### config.mk
export PLATFORM = sky130hd
export DESIGN_NAME = keepalive_ping_supervisor_unit_flat
export DESIGN_NICKNAME = d
export VERILOG_FILES = /design/src/kps_pkg.sv /design/src/kps_in_if.sv /design/src/kps_out_if.sv /design/src/keepalive_ping_supervisor_unit.sv /design/src/flat_wrapper.sv
export SDC_FILE = /design/constraint.sdc
export NUM_CORES = 1
export LEC_CHECK = 0
export ABC_AREA = 1
export ABC_CLOCK_PERIOD_IN_PS = 5410
export BUFFER_PORTS_ARGS = -buffer_cell sky130_fd_sc_hd__clkbuf_2
export CAP_MARGIN = 20
export CORE_ASPECT_RATIO = 1.1
export CORE_MARGIN = 10
export CORE_UTILIZATION = 54
export CTS_BUF_LIST = sky130_fd_sc_hd__clkbuf_8
export DETAILED_ROUTE_END_ITERATION = 10
export PLACE_DENSITY_LB_ADDON = 0.3
export SLEW_MARGIN = 20
export SYNTH_ARGS = -nofsm -noshare
export SYNTH_HDL_FRONTEND = slang
export SYNTH_SLANG_ARGS = --single-unit
### constraint.sdc
create_clock -name clk -period 5.41 [get_ports clk]
set_clock_uncertainty 0.2 [all_clocks]
set_input_delay 0.541 -clock clk [delete_from_list [all_inputs] [get_ports clk]]
set_output_delay 0.541 -clock clk [all_outputs]
set_load 0.03 [all_outputs]
### src/kps_pkg.sv
// Package for the keep-alive ping supervisor: field widths, event codes
// and configuration register indexes. No dependencies.
`default_nettype none

package kps_pkg;

  // Fixed field and register widths
  localparam int unsigned OPCODE_W   = 2;
  localparam int unsigned TIMEOUT_W  = 16;
  localparam int unsigned FAIL_W     = 8;
  localparam int unsigned CFG_IDX_W  = 2;
  localparam int unsigned CFG_DATA_W = 16;

  // Event codes carried in the opcode field
  typedef enum logic [OPCODE_W-1:0] {
    OP_TICK      = 2'd0,
    OP_CLIENT    = 2'd1,
    OP_PONG      = 2'd2,
    OP_SEND_FAIL = 2'd3
  } kps_op_t;

  // Configuration register indexes
  localparam logic [CFG_IDX_W-1:0] CFG_IDLE_TIMEOUT = 2'd0;
  localparam logic [CFG_IDX_W-1:0] CFG_PONG_TIMEOUT = 2'd1;
  localparam logic [CFG_IDX_W-1:0] CFG_MAX_FAILURES = 2'd2;

  // Register values after reset
  localparam logic [TIMEOUT_W-1:0] IDLE_TIMEOUT_RST = 16'd15;
  localparam logic [TIMEOUT_W-1:0] PONG_TIMEOUT_RST = 16'd5;
  localparam logic [FAIL_W-1:0]    MAX_FAILURES_RST = 8'd3;

  localparam logic [FAIL_W-1:0]    FAIL_MAX = {FAIL_W{1'b1}};

endpackage

`default_nettype wire

### src/kps_in_if.sv
// Event channel of the keep-alive supervisor: valid/ready plus event payload.
// Depends on kps_pkg.
`default_nettype none

interface kps_in_if;
  import kps_pkg::*;

  logic                valid;
  logic                ready;
  logic [OPCODE_W-1:0] opcode;
  logic                authenticated;

  modport source (output valid, output opcode, output authenticated, input ready);
  modport sink   (input valid, input opcode, input authenticated, output ready);
endinterface

`default_nettype wire

### src/kps_out_if.sv
// Result channel of the keep-alive supervisor: valid/ready plus status payload.
// Depends on kps_pkg.
`default_nettype none

interface kps_out_if;
  import kps_pkg::*;

  logic              valid;
  logic              ready;
  logic              send_ping;
  logic              session_closed;
  logic [FAIL_W-1:0] failure_count;
  logic              awaiting_pong;

  modport source (output valid, output send_ping, output session_closed,
                  output failure_count, output awaiting_pong, input ready);
  modport sink   (input valid, input send_ping, input session_closed,
                  input failure_count, input awaiting_pong, output ready);
endinterface

`default_nettype wire

### src/keepalive_ping_supervisor_unit.sv
// Keep-alive ping supervisor, top level: session state, timers and result register.
// Depends on kps_pkg, kps_in_if and kps_out_if.
//
// Usage:
//   in_beat carries one event per beat (tick, client message, pong, ping send
//   failure) with the authenticated flag. out_beat returns exactly one status
//   beat per event: send_ping, session_closed, failure_count, awaiting_pong.
//   cfg_we/cfg_index/cfg_data write idle_timeout (0), pong_timeout (1) and
//   max_failures (2); write only while no event is in flight.
// Output: the status beat is registered and valid in the cycle after acceptance.
// Throughput: one event per cycle unless stalled. The session state is updated
//   at the accepting edge, so the next event sees it at once; the only stored
//   stage is the result register.
// Stall: in_beat.ready drops only while a result is held and out_beat.ready is
//   low; a result taken in the same cycle frees the register for a new event.
// Reset (rst_n low, synchronous): session live, counters and missed count
//   zero, no ping outstanding, registers at 15 / 5 / 3, no result pending.
// A closed session ignores all events until reset.
`default_nettype none

module keepalive_ping_supervisor_unit #(
  parameter int unsigned TIMER_WIDTH = 16
) (
  input  wire                              clk,
  input  wire                              rst_n,
  input  wire                              cfg_we,
  input  wire [kps_pkg::CFG_IDX_W-1:0]     cfg_index,
  input  wire [kps_pkg::CFG_DATA_W-1:0]    cfg_data,
  kps_in_if.sink                           in_beat,
  kps_out_if.source                        out_beat
);
  import kps_pkg::*;

  // Compare width: wide enough for both the timers and the timeout registers
  localparam int unsigned CW = (TIMER_WIDTH > TIMEOUT_W) ? TIMER_WIDTH : TIMEOUT_W;

  typedef logic [TIMER_WIDTH-1:0] timer_t;

  // Configuration registers
  logic [TIMEOUT_W-1:0] idle_to_r;
  logic [TIMEOUT_W-1:0] pong_to_r;
  logic [FAIL_W-1:0]    max_fail_r;

  // Session state
  logic              live_r,    live_nxt;
  timer_t            idle_r,    idle_nxt;
  timer_t            pong_r,    pong_nxt;
  logic              wait_r,    wait_nxt;
  logic [FAIL_W-1:0] missed_r,  missed_nxt;
  logic              ping_nxt;

  // Result register
  logic              out_valid_r;
  logic              ping_r;
  logic              closed_r;
  logic [FAIL_W-1:0] fail_r;
  logic              await_r;

  logic    accept;
  kps_op_t op;

  // Tick helpers
  timer_t            idle_inc;
  timer_t            pong_inc;
  logic              ping_req;
  logic              wait_mid;
  timer_t            pong_mid;
  logic              miss;
  logic [FAIL_W-1:0] missed_inc;

  assign in_beat.ready = !out_valid_r || out_beat.ready;
  assign accept        = in_beat.valid && in_beat.ready;
  assign op            = kps_op_t'(in_beat.opcode);

  // Configuration writes
  always_ff @(posedge clk) begin
    if (!rst_n) begin
      idle_to_r  <= IDLE_TIMEOUT_RST;
      pong_to_r  <= PONG_TIMEOUT_RST;
      max_fail_r <= MAX_FAILURES_RST;
    end else if (cfg_we) begin
      case (cfg_index)
        CFG_IDLE_TIMEOUT: idle_to_r  <= cfg_data;
        CFG_PONG_TIMEOUT: pong_to_r  <= cfg_data;
        CFG_MAX_FAILURES: max_fail_r <= cfg_data[FAIL_W-1:0];
        default: ;
      endcase
    end
  end

  // Tick datapath: advance, then ping check, then pong timeout check
  always_comb begin
    idle_inc   = (idle_r == '1) ? idle_r : idle_r + 1'b1;
    pong_inc   = (wait_r && pong_r != '1) ? pong_r + 1'b1 : pong_r;
    ping_req   = !wait_r && (CW'(idle_inc) >= CW'(idle_to_r));
    wait_mid   = wait_r || ping_req;
    pong_mid   = ping_req ? '0 : pong_inc;
    miss       = wait_mid && (CW'(pong_mid) >= CW'(pong_to_r));
    missed_inc = (missed_r == FAIL_MAX) ? missed_r : missed_r + 1'b1;
  end

  // Event decode and next session state
  always_comb begin
    live_nxt   = live_r;
    idle_nxt   = idle_r;
    pong_nxt   = pong_r;
    wait_nxt   = wait_r;
    missed_nxt = missed_r;
    ping_nxt   = 1'b0;
    if (live_r) begin
      unique case (op)
        OP_TICK: begin
          pong_nxt = pong_inc;
          idle_nxt = '0;
          if (in_beat.authenticated) begin
            ping_nxt = ping_req;
            pong_nxt = pong_mid;
            wait_nxt = wait_mid;
            idle_nxt = idle_inc;
            if (miss) begin
              missed_nxt = missed_inc;
              wait_nxt   = 1'b0;
              idle_nxt   = '0;
              if (missed_inc >= max_fail_r) live_nxt = 1'b0;
            end
          end
        end
        OP_CLIENT: idle_nxt = '0;
        OP_PONG: begin
          idle_nxt   = '0;
          pong_nxt   = '0;
          wait_nxt   = 1'b0;
          missed_nxt = '0;
        end
        OP_SEND_FAIL: live_nxt = 1'b0;
      endcase
    end
  end

  // Session state registers
  always_ff @(posedge clk) begin
    if (!rst_n) begin
      live_r   <= 1'b1;
      idle_r   <= '0;
      pong_r   <= '0;
      wait_r   <= 1'b0;
      missed_r <= '0;
    end else if (accept) begin
      live_r   <= live_nxt;
      idle_r   <= idle_nxt;
      pong_r   <= pong_nxt;
      wait_r   <= wait_nxt;
      missed_r <= missed_nxt;
    end
  end

  // Result register: valid flag
  always_ff @(posedge clk) begin
    if (!rst_n) begin
      out_valid_r <= 1'b0;
    end else if (accept) begin
      out_valid_r <= 1'b1;
    end else if (out_beat.ready) begin
      out_valid_r <= 1'b0;
    end
  end

  // Result register: payload
  always_ff @(posedge clk) begin
    if (accept) begin
      ping_r   <= ping_nxt;
      closed_r <= !live_nxt;
      fail_r   <= missed_nxt;
      await_r  <= wait_nxt;
    end
  end

  assign out_beat.valid          = out_valid_r;
  assign out_beat.send_ping      = ping_r;
  assign out_beat.session_closed = closed_r;
  assign out_beat.failure_count  = fail_r;
  assign out_beat.awaiting_pong  = await_r;

`ifndef ASSERT_OFF
  // A closed session stays closed until reset
  a_closed_sticky: assert property (@(posedge clk) disable iff (!rst_n)
    !live_r |=> !live_r)
    else $error("session reopened without reset");

  // Every accepted event yields a pending result on the next cycle
  a_result_follows: assert property (@(posedge clk) disable iff (!rst_n)
    accept |=> out_valid_r)
    else $error("accepted event produced no result");

  // Only a pong lowers the missed count
  a_missed_monotonic: assert property (@(posedge clk) disable iff (!rst_n)
    (accept && op != OP_PONG) |=> (missed_r >= $past(missed_r)))
    else $error("missed count dropped without a pong");
`endif

endmodule

`default_nettype wire
### src/flat_wrapper.sv
// flat-port wrapper written by rule: the top's interface ports become plain ports
module keepalive_ping_supervisor_unit_flat import kps_pkg::*;
#(
  parameter int unsigned TIMER_WIDTH = 16
)
  (clk, rst_n, cfg_we, cfg_index, cfg_data, in_beat_valid, in_beat_opcode, in_beat_authenticated, in_beat_ready, out_beat_valid, out_beat_send_ping, out_beat_session_closed, out_beat_failure_count, out_beat_awaiting_pong, out_beat_ready);
  kps_in_if in_beat_i ();
  kps_out_if out_beat_i ();
  input  wire clk;
  input  wire rst_n;
  input  wire cfg_we;
  input  wire [kps_pkg::CFG_IDX_W-1:0] cfg_index;
  input  wire [kps_pkg::CFG_DATA_W-1:0] cfg_data;
  input wire logic [$bits(in_beat_i.valid)-1:0] in_beat_valid;
  input wire logic [$bits(in_beat_i.opcode)-1:0] in_beat_opcode;
  input wire logic [$bits(in_beat_i.authenticated)-1:0] in_beat_authenticated;
  output wire logic [$bits(in_beat_i.ready)-1:0] in_beat_ready;
  output wire logic [$bits(out_beat_i.valid)-1:0] out_beat_valid;
  output wire logic [$bits(out_beat_i.send_ping)-1:0] out_beat_send_ping;
  output wire logic [$bits(out_beat_i.session_closed)-1:0] out_beat_session_closed;
  output wire logic [$bits(out_beat_i.failure_count)-1:0] out_beat_failure_count;
  output wire logic [$bits(out_beat_i.awaiting_pong)-1:0] out_beat_awaiting_pong;
  input wire logic [$bits(out_beat_i.ready)-1:0] out_beat_ready;
  assign in_beat_i.valid = in_beat_valid;
  assign in_beat_i.opcode = in_beat_opcode;
  assign in_beat_i.authenticated = in_beat_authenticated;
  assign in_beat_ready = in_beat_i.ready;
  assign out_beat_valid = out_beat_i.valid;
  assign out_beat_send_ping = out_beat_i.send_ping;
  assign out_beat_session_closed = out_beat_i.session_closed;
  assign out_beat_failure_count = out_beat_i.failure_count;
  assign out_beat_awaiting_pong = out_beat_i.awaiting_pong;
  assign out_beat_i.ready = out_beat_ready;
  keepalive_ping_supervisor_unit #(.TIMER_WIDTH(TIMER_WIDTH)) u_core (.clk(clk), .rst_n(rst_n), .cfg_we(cfg_we), .cfg_index(cfg_index), .cfg_data(cfg_data), .in_beat(in_beat_i), .out_beat(out_beat_i));
endmodule
==> impl.org, run 1 <==
** Global routing
- The number of antenna violations at the first check in global routing was 0.
- The number of global-route vias before repair was 5046.
- Maximum number of pins on one net before global-route repair :: 43
- Wire length of the first global-routing pass :: 23.7 mm
- Remaining Overflow, GRT :: 0
- Global routing used 18.6% of the available tracks across all layers.

** Floorplanning
- Total die area :: 15300 um^2
- Overall die width :: 119 um
- IO Pins :: 39
- Starting utilization of the core area :: 55.5%
- Floorplan core area :: 10500 um^2
- Die height :: 129 um
- Rows :: 39

** Logic synthesis
- Counting every net in the synthesized netlist gives 894.
- The synthesized design spends more area on one cell type than any other, namely dfxtp_1.
- Counting flops with an async set or reset pin after synthesis yields a share of 0%.
- Proportion of synthesized chip area in sequential cells :: 34.2%
- Total of flip-flops plus latches after synthesis :: 94
- In this run the cell area of the synthesized design comes to 5830 um^2.
- Averaged over all synthesized cells, the footprint is 7.10 um^2.
- Synthesis instantiated 41 different standard cells from the library.
- Synthesized instance count :: 821
- Yosys synthesis warning count :: 0
- Area share of the leading cell type in the synthesized netlist :: 28.5%
- Cell types with the largest area share after synthesis :: dfxtp_1 29%, nand2_1 11%, ha_1 10%
- In the synthesized netlist the dominant register cell turns out to be dfxtp_1.
- The synthesized design contains 11 enable-type register cells.

** Drt
- Iteration-0 DRC count of the detailed router :: 374
- Across all layers, the routed design uses 5303 vias.
- Remaining DRCs :: 0
- Total length of routed wires :: 14.0 mm
- Dividing the detail-routed wire length by the instance count gives 14.1 um.
- Count of antenna-violating nets left after detailed routing :: 0
- The first detailed-routing pass took 5 iterations.
- Routed via count divided by cell count :: 5.33

** Placement
- Routability-driven placement finished with a final weighted congestion of 0.905.
- HPWL after DPL :: 10.6 mm
- In this run, placement finished with an instance count of 979.
- I/O Buffers :: 38
- Summing all placed instances gives a cell area of 6110 um^2.

** Setup path
- R2r worst-path depth :: 29
- Data on the critical path is required at its endpoint by 5330 ps.
- Delay contributed by the slowest stage of the critical path :: 400 ps
- RR Startpoint :: u_core.idle_r[0]
- CP arrival :: 4820 ps
- Critical-path top delay cell :: dfxtp_1
- Critical Path Sink Type :: register
- By startpoint and endpoint, the worst setup path is classified as register to register.
- The worst setup path is launched from a register.
- The worst register-to-register path ends at u_core.out_beat.failure_count[0].
- Critical-path maximum fanout :: 14
- In this design, the critical path's most frequently occurring cell is nand2_1.
- Worst setup slack for register-to-register paths :: 510 ps
- Crit path from :: u_core.idle_r[0]

** Timing
- Worst-case headroom to the max-slew limit :: 35.3%
- Final slew viol count :: 0
- Count of endpoints failing setup in the final report :: 0
- The count of endpoints failing hold in the final timing report was 0.
- Transition time at the pin with the least slew margin :: 968 ps
- Unrepaired setup endpoints after global routing :: false
- Final critical delay including setup and external delays :: 4900 ps
- Setup total negative slack on the finished layout was measured at 0 ps.
- Timing would allow up to 0.204 GHz.
- Dividing the final minimum period by the clock period gives 90.6%.
- Tightest hold margin :: 241 ps

** Layout
- Number of standard cells in the layout, taps in and fillers out :: 995
- Non-Filler Cell Area, Final :: 6330 um^2
- The repair_antennas step left the layout with diodes totalling 0.
- Nets@finish :: 920
- In the final layout, the share of cells above drive strength 1 is 10.7%.
- Cells fill 60.3% of the core in the end.
- Layout area overhead :: 8.59%
- Counting the fill cells in the layout gives 1013.

** Power and ir drop
- Leakage power :: 0.00287 uW
- Across the VDD grid, the largest voltage drop is 134 uV.
- Areal power density over the cells :: 220 nW/um^2

** Clocking
- Buffers added to address setup during post-CTS repair amount to 0.
- CTS tree :: built
- The later pin in the worst-skew pair is clocked with a latency of 380 ps.
- Max clock buf depth :: 2
- The H-tree was split into 3 levels.
- Clock root buffer :: clkbuf_8
- Number of sinks handled by clock tree synthesis :: 94
- Counting the buffers created by CTS gives 9.
- Clock-pin slew was measured on the worst setup and hold paths at 90 ps.

** Min path
- The worst hold path was traced through 3 stages.
- Hold EP :: u_core.idle_to_r[3]
- Beginning of the worst hold path :: cfg_data[3]
- Worst Hold Class :: input port to register

** Flow run
- MaxCap Viol Count :: 0

** Status
- Run status :: complete, no violations
==> sequential cells by signal, indices dropped and copies added, names as in the netlist <==
signal and count:
u_core.idle_to_r 16, u_core.out_beat.session_closed 1, u_core.pong_to_r 16, u_core.idle_r 16, u_core.out_beat.send_ping 1, u_core.pong_r 16
u_core.missed_r 8, u_core.live_r 1, u_core.out_beat.failure_count 8, u_core.out_beat.valid 1, u_core.out_beat.awaiting_pong 1, u_core.wait_r 1
u_core.max_fail_r 8
==> where the power goes <==
| group | total [uW] | switching [uW] | internal [uW] |
|---|---|---|---|
| Clock | 491 | 252 | 239 |
| Combinational | 163 | 115 | 48.5 |
| Sequential | 735 | 7.67 | 727 |
==> metal layers <==
metal  global-route usage (%)  up-vias  part of all wire, %
met5                        0        -                    0
met1                     22.9     2402                   44
li1                         -     2732                    -
met2                     31.6      142                   48
met3                     3.59       27                  5.6
met4                     7.33        0                  2.4
==> Yosys cell counts (2+ instances only) <==
| cell | count |
|---|---|
| nand2_1 | 173 |
| inv_1 | 125 |
| a21oi_1 | 96 |
| dfxtp_1 | 83 |
| nand3_1 | 54 |
| o21ai_0 | 51 |
| ha_1 | 47 |
| nor2_1 | 43 |
| nand4_1 | 23 |
| clkbuf_1 | 20 |
| xor2_1 | 14 |
| edfxtp_1 | 11 |
| nor3_1 | 10 |
| xnor2_1 | 10 |
| nand2_2 | 6 |
| o211ai_1 | 6 |
| a21oi_2 | 4 |
| nor3_2 | 4 |
| or2_1 | 4 |
| or2_2 | 4 |
| buf_2 | 3 |
| inv_2 | 3 |
| nor3_4 | 3 |
| o21ai_1 | 3 |
| and2_1 | 2 |
| clkinv_1 | 2 |
| nand3_2 | 2 |
| nor2_4 | 2 |
==> through the flow <==
step                setup WS [ps]  power (uW)
floorplan                    1100         863
global placement              465         909
detailed placement            320         914
CTS                           295        1400
global route                  122        1450
finish                        509        1390
==> worst max-delay path: cells and delay by family, from the launching register on <==
kind,cells,cell delay (ps)
AO/OA/AOI/OAI,4,600
adder cells (fa/ha/maj),3,820
AND/OR/NAND/NOR,17,2130
flip-flops,1,400
buffers and inverters,4,340
XOR/XNOR,1,160
==> cells in the final DEF (no fill, tap or decap), types with 2 or more instances in the layout <==
cell type and n:
clkbuf_2 38, nor3_2 4, nor2_4 2, clkinv_2 2, a21oi_1 96, clkinv_1 2, nor3_4 3, edfxtp_1 11
nand3_1 52, o211ai_1 6, ha_1 47, or2_2 4, nand2_2 5, inv_2 3, dfxtp_1 83, and2_1 2
inv_1 125, or2_1 4, o21ai_1 3, nand3_2 4, clkbuf_8 11, nor3_1 10, nand2_1 173, xor2_1 14
a21oi_2 4, xnor2_1 10, nor2_1 43, nand4_1 23, nand2_4 2, buf_4 3, o21ai_0 51
==> timing repair <==
item	CTS	global route
hold buffers	0	0
setup endpoints to repair	0	17
resized for setup	0	3
==> worst max-delay path by stage <==
| stage | cells past startpoint | to | slack (ps) |
|---|---|---|---|
| after floorplan | 31 | u_core.out_beat.failure_count[6] | 1100 |
| after global placement | 29 | u_core.out_beat.failure_count[4] | 460 |
| after detailed placement | 29 | u_core.out_beat.failure_count[0] | 320 |
| after CTS | 29 | u_core.out_beat.failure_count[0] | 290 |
| after global routing | 29 | u_core.out_beat.failure_count[0] | 120 |
| final | 29 | u_core.out_beat.failure_count[0] | 510 |
==> layout make-up <==
| class | instances | area, um^2 | share of cell area (%) |
|---|---|---|---|
| clock buffers | 11 | 151 | 2.39 |
| multi-input cells | 571 | 3250 | 51.4 |
| inverters | 130 | 488 | 7.71 |
| clock inverters | 5 | 55.1 | 0.870 |
| well taps | 143 | 179 | 2.83 |
| repair buffers | 41 | 213 | 3.36 |
| flip-flops and latches | 94 | 1990 | 31.5 |
==> kinds of logic after synthesis <==
group,count (synthesis),share of synthesized area [%]
flops,94,34.2
xor+xnor,25,3.89
compound gates,164,14.8
fa+ha+maj,47,10.1
buf+inv,156,10.3
simple gates,335,26.8
Note: power is estimated with default switching activity, not from simulation.
==> run 2, diff against run 1 <==
GPL_TIMING_DRIVEN = 0   (was not set)
==> run 2 against run 1 <==
Net effect:
- register-to-register slack lost 200 ps
- flip-flop and latch count is the same
- worst hold slack gained 11 ps
- final area grew 2.3%
- die area is the same
- setup slack lost 200 ps
- clock-buffer cell count shrank 1
- largest cell class unchanged
==> impl.org, run 2 (synthesized netlist as in run 1, its figures left out) <==
** Floorplanning
- The total die area was 15300 um^2 (unchanged).
- The chip width was 119 um (unchanged).
- The effective utilization at floorplan came to 55.5% (unchanged).
- IO Pins :: 39 (unchanged)
- Rows :: 39 (unchanged)
- Floorplan core area :: 10500 um^2 (unchanged)
- The height of the chip was 129 um (unchanged).

** Setup path
- The worst setup slack for register-to-register paths came to 310 ps (was 510 ps).
- The cell count of the worst reg-to-reg path came to 31 (was 29).
- The critical setup path kind was register to register (unchanged).
- Critical Path Sink Type :: register (unchanged)
- The signal arrival time at the worst endpoint was 5010 ps (was 4820 ps).
- The critical register-to-register path startpoint was u_core.idle_r[1] (was u_core.idle_r[0]).
- Worst EP required :: 5320 ps (was 5330 ps)
- Delay contributed by the slowest stage of the critical path :: 380 ps (was 400 ps)
- Kind of start point of the critical path :: register (unchanged)
- The endpoint of the worst register-to-register path is u_core.out_beat.failure_count[6] (was u_core.out_beat.failure_count[0]).
- The buffering stage count on the worst path with inverters included is 5 (was 4).
- The worst-path cell with the longest stage delay was dfxtp_1 (unchanged).
- The most repeated library cell on the critical path was nand2_1 (unchanged).
- The largest fanout of any net on the critical path was 10 (was 14).
- Levels on crit path :: 31 (was 29)
- The family with the most delay on the worst path was simple AND/OR/NAND/NOR gates (unchanged).

** Timing
- The number of endpoints failing setup at the final stage was 0 (unchanged).
- The worst path setup slack after routing is 310 ps (was 509 ps).
- The number of slew-limit violations in the final report came to 0 (unchanged).
- Worst-case headroom to the max-slew limit :: 33.0% (was 35.3%)
- The post-route clock period utilization came to 94.3% (was 90.6%).
- Upper clock frequency limit :: 0.196 GHz (was 0.204 GHz)
- Transition time at the pin with the least slew margin :: 1000 ps (was 968 ps)
- The count of endpoints failing hold in the final timing report came to 0 (unchanged).
- Tightest hold margin :: 253 ps (was 241 ps)
- Final critical delay including setup and external delays :: 5100 ps (was 4900 ps)

** Clocking
- Number of levels the H-tree was split into :: 3 (unchanged)
- TritonCTS Buffers :: 9 (unchanged)
- Clock root buffer :: clkbuf_8 (unchanged)
- The number of clock sinks came to 94 (unchanged).
- Hold-fix buffer count after cts :: 0 (unchanged)
- CTS tree :: built (unchanged)
- The register clock-pin slew on the reported worst setup and hold paths is 100 ps (was 90 ps).
- The maximum buffer depth of the clock tree is 2 (unchanged).
- The clock latency reported for the late side of the worst-skew pair is 370 ps (was 380 ps).

** Placement
- Pre-CTS setup slack :: 111 ps (was 320 ps)
- The post-DP HPWL is 10.9 mm (was 10.6 mm).
- Final weighted congestion of routability-driven global placement :: 0.936 (was 0.905)
- The cell area after placement is 6200 um^2 (was 6110 um^2).
- I/O Buffers :: 38 (unchanged)

** Drt
- Iteration-0 DRC count of the detailed router :: 281 (was 374)
- The number of routed nets with antenna violations was 0 (unchanged).
- Detailed-route wire length per cell :: 13.8 um (was 14.1 um)
- The total number of vias is 5304 (was 5303).
- The count of unresolved DRC violations after routing was 0 (unchanged).
- Routed via count divided by cell count :: 5.19 (was 5.33)
- Total iterations of the first detailed-routing run :: 7 (was 5)
- The routed wire length is 14.1 mm (was 14.0 mm).

** Layout
- Layout area overhead :: 11.1% (was 8.59%)
- Highest-count cells in the layout ignoring fill and taps: 173 x nand2_1, 125 x inv_1, 96 x a21oi_1 (unchanged).
- Non-Filler Cell Area, Final :: 6470 um^2 (was 6330 um^2)
- The share of post-route cells with drive strength above 1 is 11.1% (was 10.7%).
- Fillcell total :: 1037 (was 1013)
- The antenna diode instance count came to 0 (unchanged).
- The count of nets after finishing came to 947 (was 920).
- The most common library cell in the layout ignoring fill and taps was nand2_1 (unchanged).

** Global routing
- Remaining Overflow, GRT :: 0 (unchanged)
- Number of global-route vias before repair :: 4943 (was 5046)
- Maximum number of pins on one net before global-route repair :: 21 (was 43)
- The number of antenna violations at the first check in global routing is 0 (unchanged).
- The wire length of the first global-routing pass is 23.5 mm (was 23.7 mm).
- The overall track demand over capacity in global routing came to 18.5% (was 18.6%).

** Power and ir drop
- The overall power consumption was 1450 uW (was 1390 uW).
- Worst-case vdd ir drop :: 136 uV (was 134 uV)
- The cell area power density is 223 nW/um^2 (was 220 nW/um^2).
- Leakage power :: 0.00291 uW (was 0.00287 uW)

** Min path
- Hold path depth :: 4 (was 3)
- The launch instance of the worst min-delay path is out_beat_ready (was cfg_data[3]).
- The endpoint with the worst hold slack is u_core.out_beat.valid (was u_core.idle_to_r[3]).
- The worst hold-check path type was input port to register (unchanged).

** Status
- Run status :: complete, no violations (unchanged)

** Flow run
- The total of max-cap violations came to 0 (unchanged).
## run 2: stage by stage
stage                     instances  TNS [ps]  util, %
final                          1022         0     61.7
after global routing           1022     -25.3     61.7
after CTS                      1018         0     61.3
after detailed placement       1002         0     59.1
after global placement         1002         0     59.1
after floorplan                 821         0        -
## run 2: how the worst max path moves through the flow
| stage | startpoint | endpoint | slack, ps |
|---|---|---|---|
| final | u_core.idle_r[1] | u_core.out_beat.failure_count[6] | 310 |
| after global placement | u_core.idle_r[0] | u_core.out_beat.failure_count[6] | 120 |
| after floorplan | u_core.idle_r[0] | u_core.out_beat.failure_count[6] | 1100 |
| after global routing | u_core.idle_r[1] | u_core.idle_r[14] | -10 |
| after detailed placement | u_core.idle_r[0] | u_core.out_beat.failure_count[6] | 110 |
| after CTS | u_core.idle_r[0] | u_core.out_beat.failure_count[6] | 80 |
## run 2: worst reg2reg max path: cells and delay by family, from the launching register on
kind / cells / cell delay [ps]
and+or+nand+nor: 20 / 2410
adders and majority gates: 3 / 830
buffers and inverters: 5 / 490
DFF: 1 / 380
AOI/OAI and AO/OA: 2 / 380
xor gates and xnor gates: 1 / 170
## run 2: metal layers
layer  track usage, %  part of all wire, %  routed length, um  vias up
li1                 -                    -                  -     2800
met1             23.1                   46               6470     2382
met2             31.7                   48               6770      108
met3             3.28                  4.9                694       14
met4             5.82                  1.4                201        0
met5                0                    0                  0        -
## run 2: cell type report
cell class	instances	area (um^2)	area share [%]
buffer	26	119	1.84
clock buffer	10	138	2.13
clock inverter	6	92.6	1.43
inverter	130	488	7.54
multi-input combinational	571	3240	50.1
sequential	94	1990	30.8
tap	143	179	2.76
timing repair buffer	42	220	3.40
## run 2: what timing repair did
action	in CTS	in global routing
setup endpoints to repair	0	36
setup buffers	0	4
hold endpoints to repair	0	0
resized for setup	0	10
## run 2: power breakdown
group	leakage (uW)	total, uW	internal (uW)	switching (uW)
Combinational	0.00202	168	51.2	117
Sequential	0.000787	736	728	7.80
Clock	0.000109	543	276	268
==> run 3, diff against run 2 <==
ABC_CLOCK_PERIOD_IN_PS = 4980   (was 5410)
CORE_MARGIN = not set   (was 10)
clock period = 4.98 ns   (was 5.41 ns; I/O delays follow)
==> run 3 against run 2 <==
Net effect:
- non-clock buffer count rose by 1
- setup slack improved by 58 ps
- largest cell class unchanged
- critical path type unchanged
- utilization rose by 0.53 points
==> impl.org, run 3 (synthesized netlist as in run 1, its figures left out) <==
** Timing
- The hold slack is 204 ps (was 253 ps).
- The worst-case headroom to the max-slew limit is 30.4% (was 33.0%).
- Count of endpoints failing setup in the final report :: 0 (unchanged)
- The actual slew at the worst max-slew pin came to 1040 ps (was 1000 ps).
- The post-route clock period utilization is 92.6% (was 94.3%).
- The number of slew-limit violations in the final report came to 0 (unchanged).
- The final critical path time including I/O delays and setup was 4610 ps (was 5100 ps).
- Unrepaired setup endpoints after global routing :: false
- Final hold violations :: 0 (unchanged)
- Upper clock frequency limit :: 0.217 GHz (was 0.196 GHz)

** Clocking
- The cell chosen for the clock root is clkbuf_8 (unchanged).
- The clock latency reported for the late side of the worst-skew pair is 380 ps (was 370 ps).
- Number of sinks handled by clock tree synthesis :: 94 (unchanged)
- CTS tree :: built (unchanged)
- The number of clock buffers inserted by TritonCTS was 9 (unchanged).
- The register clock-pin slew on the reported worst setup and hold paths came to 90 ps (was 100 ps).
- The total number of H-tree levels was 3 (unchanged).
- Max clock buf depth :: 2 (unchanged)

** Setup path
- The most repeated library cell on the critical path is nand2_1 (unchanged).
- The signal arrival time at the worst endpoint came to 4520 ps (was 5010 ps).
- Crit path from :: u_core.idle_r[0] (was u_core.idle_r[1])
- RR Startpoint :: u_core.idle_r[0] (was u_core.idle_r[1])
- Critical Path Sink Type :: register (unchanged)
- Kind of start point of the critical path :: register (unchanged)
- The required arrival time at the worst endpoint is 4890 ps (was 5320 ps).
- The largest fanout of any net on the critical path came to 10 (unchanged).
- Worst setup path class :: register to register (unchanged)
- Delay contributed by the slowest stage of the critical path :: 390 ps (was 380 ps)
- Critical-path top delay cell :: dfxtp_2 (was dfxtp_1)

** Drt
- The wire length on met2 came to 6.71 mm (was 6.77 mm).
- The post-detailed-route wirelength per cell was 13.4 um (was 13.8 um).
- Total iterations of the first detailed-routing run :: 5 (was 7)
- Total length of routed wires :: 13.7 mm (was 14.1 mm)
- The sum of met3 wire segment lengths after detailed routing was 668 um (was 694 um).
- Via count :: 5346 (was 5304)
- Iteration-0 DRC count of the detailed router :: 294 (was 281)
- The count of unresolved DRC violations after routing is 0 (unchanged).
- Uppermost routed layer :: met4 (unchanged)
- Length of routed wiring on met1 :: 6.20 mm (was 6.47 mm)
- The number of routed nets with antenna violations is 0 (unchanged).
- The number of vias per cell after detailed routing is 5.23 (was 5.19).

** Layout
- Layout area overhead :: 11.5% (was 11.1%)
- Fillcell total :: 1006 (was 1037)
- Most common cell after layout, fill and taps aside :: nand2_1 (unchanged)
- The count of nets after finishing was 948 (was 947).
- Highest-count cells in the layout ignoring fill and taps: 171 x nand2_1, 125 x inv_1, 96 x a21oi_1 (was 173 x nand2_1, 125 x inv_1, 96 x a21oi_1).
- Fraction of final layout cells with drive strength greater than 1 :: 12.5% (was 11.1%)
- Ant. Diodes :: 0 (unchanged)

** Min path
- The worst hold-check path type is input port to register (unchanged).
- Beginning of the worst hold path :: out_beat_ready (unchanged)

** Floorplanning
- Die height :: 111 um (was 129 um)
- The total I/O pin count is 39 (unchanged).
- The site row count was 39 (unchanged).
- The effective utilization at floorplan came to 55.8% (was 55.5%).
- Total die area :: 11200 um^2 (was 15300 um^2)
- Floorplan core area :: 10400 um^2 (was 10500 um^2)
- The chip width came to 101 um (was 119 um).

** Status
- Run status :: complete, no violations (unchanged)

** Power and ir drop
- Worst-case vdd ir drop :: 190 uV (was 136 uV)
- The leakage power of the design came to 0.00293 uW (was 0.00291 uW).
- The overall power consumption is 1490 uW (was 1450 uW).
- The cell area power density was 229 nW/um^2 (was 223 nW/um^2).

** Placement
- The global placer's final weighted congestion came to 0.939 (was 0.936).
- The number of port buffers is 38 (unchanged).
- The post-DP HPWL is 10.5 mm (was 10.9 mm).

** Global routing
- The wire length of the first global-routing pass was 22.9 mm (was 23.5 mm).
- Gr usage total :: 25.8% (was 18.5%)
- The largest net degree at the start of global routing came to 21 (unchanged).
- The number of global-route vias before repair came to 4872 (was 4943).
- The residual overflow from global routing was 0 (unchanged).
- Number of antenna violations at the first check in global routing :: 0 (unchanged)

** Flow run
- MaxCap Viol Count :: 0 (unchanged)
## run 3: cell count changes in the layout (fill, tap and decap cells not counted), moves of 2 or more
| cell | change |
|---|---|
| bufinv_16 | -2 |
| clkinv_4 | +2 |
| clkinvlp_4 | -2 |
| dfxtp_1 | -3 |
| dfxtp_2 | +3 |
| nand2_1 | -2 |
| nand3_1 | -2 |
| nor2_1 | -3 |
| nor2_2 | +3 |
## run 3: where the power goes
group / total [uW] / switching, uW / internal (uW) / leakage (uW)
Clock: 502 / 288 / 214 / 0.000100
Combinational: 185 / 129 / 56.5 / 0.00204
Sequential: 799 / 8.65 / 791 / 0.000788
## run 3: cell type report
cell class / instances / area [um^2] / area share (%)
multi-input combinational: 571 / 3290 / 50.7
sequential: 94 / 2000 / 30.7
inverter: 130 / 488 / 7.51
timing repair buffer: 43 / 228 / 3.50
tap: 143 / 179 / 2.75
clock buffer: 11 / 151 / 2.33
buffer: 26 / 123 / 1.89
clock inverter: 5 / 41.3 / 0.635
## run 3: what timing repair did
action / in CTS / in global routing
pin swaps: 3 / 5
hold buffers: 0 / 0
setup endpoints to repair: 36 / 36
buffers inserted: 4 / 1
gates resized for setup: 6 / 16
## run 3: stage by stage
stage	std cells	setup slack, ps	utilization, %	cell area [um^2]	TNS, ps
2_1_floorplan	821	675	-	5830	0
3_3_place_gp	1002	-321	59.3	6200	-3750
3_5_place_dp	1002	-416	59.3	6200	-6950
4_1_cts	1022	4.81	61.6	6440	0
5_1_grt	1023	4.25	62.2	6500	0
6_report	1023	368	62.2	6500	0
## run 3: final timing paths
kind	endpoint	cells after the start	slack, ps
setup / recovery	u_core.out_beat.failure_count[6]	30	370
hold reg to reg	u_core.idle_to_r[14]	2	260
hold / removal	u_core.out_beat.valid	4	200
setup reg to reg	u_core.out_beat.failure_count[6]	30	370
## run 3: per-layer routing
metal,track usage [%],vias up
met5,0,-
met4,6.18,0
met3,3.53,15
met2,44.3,126
met1,33.9,2413
li1,-,2792
## run 3: critical path: cells and delay by family, from the launching register on
family / cells / cell delay (ps)
fa+ha+maj: 3 / 770
xor+xnor: 1 / 170
simple gates: 17 / 1740
flops: 1 / 390
buf+inv: 5 / 440
compound gates: 4 / 640
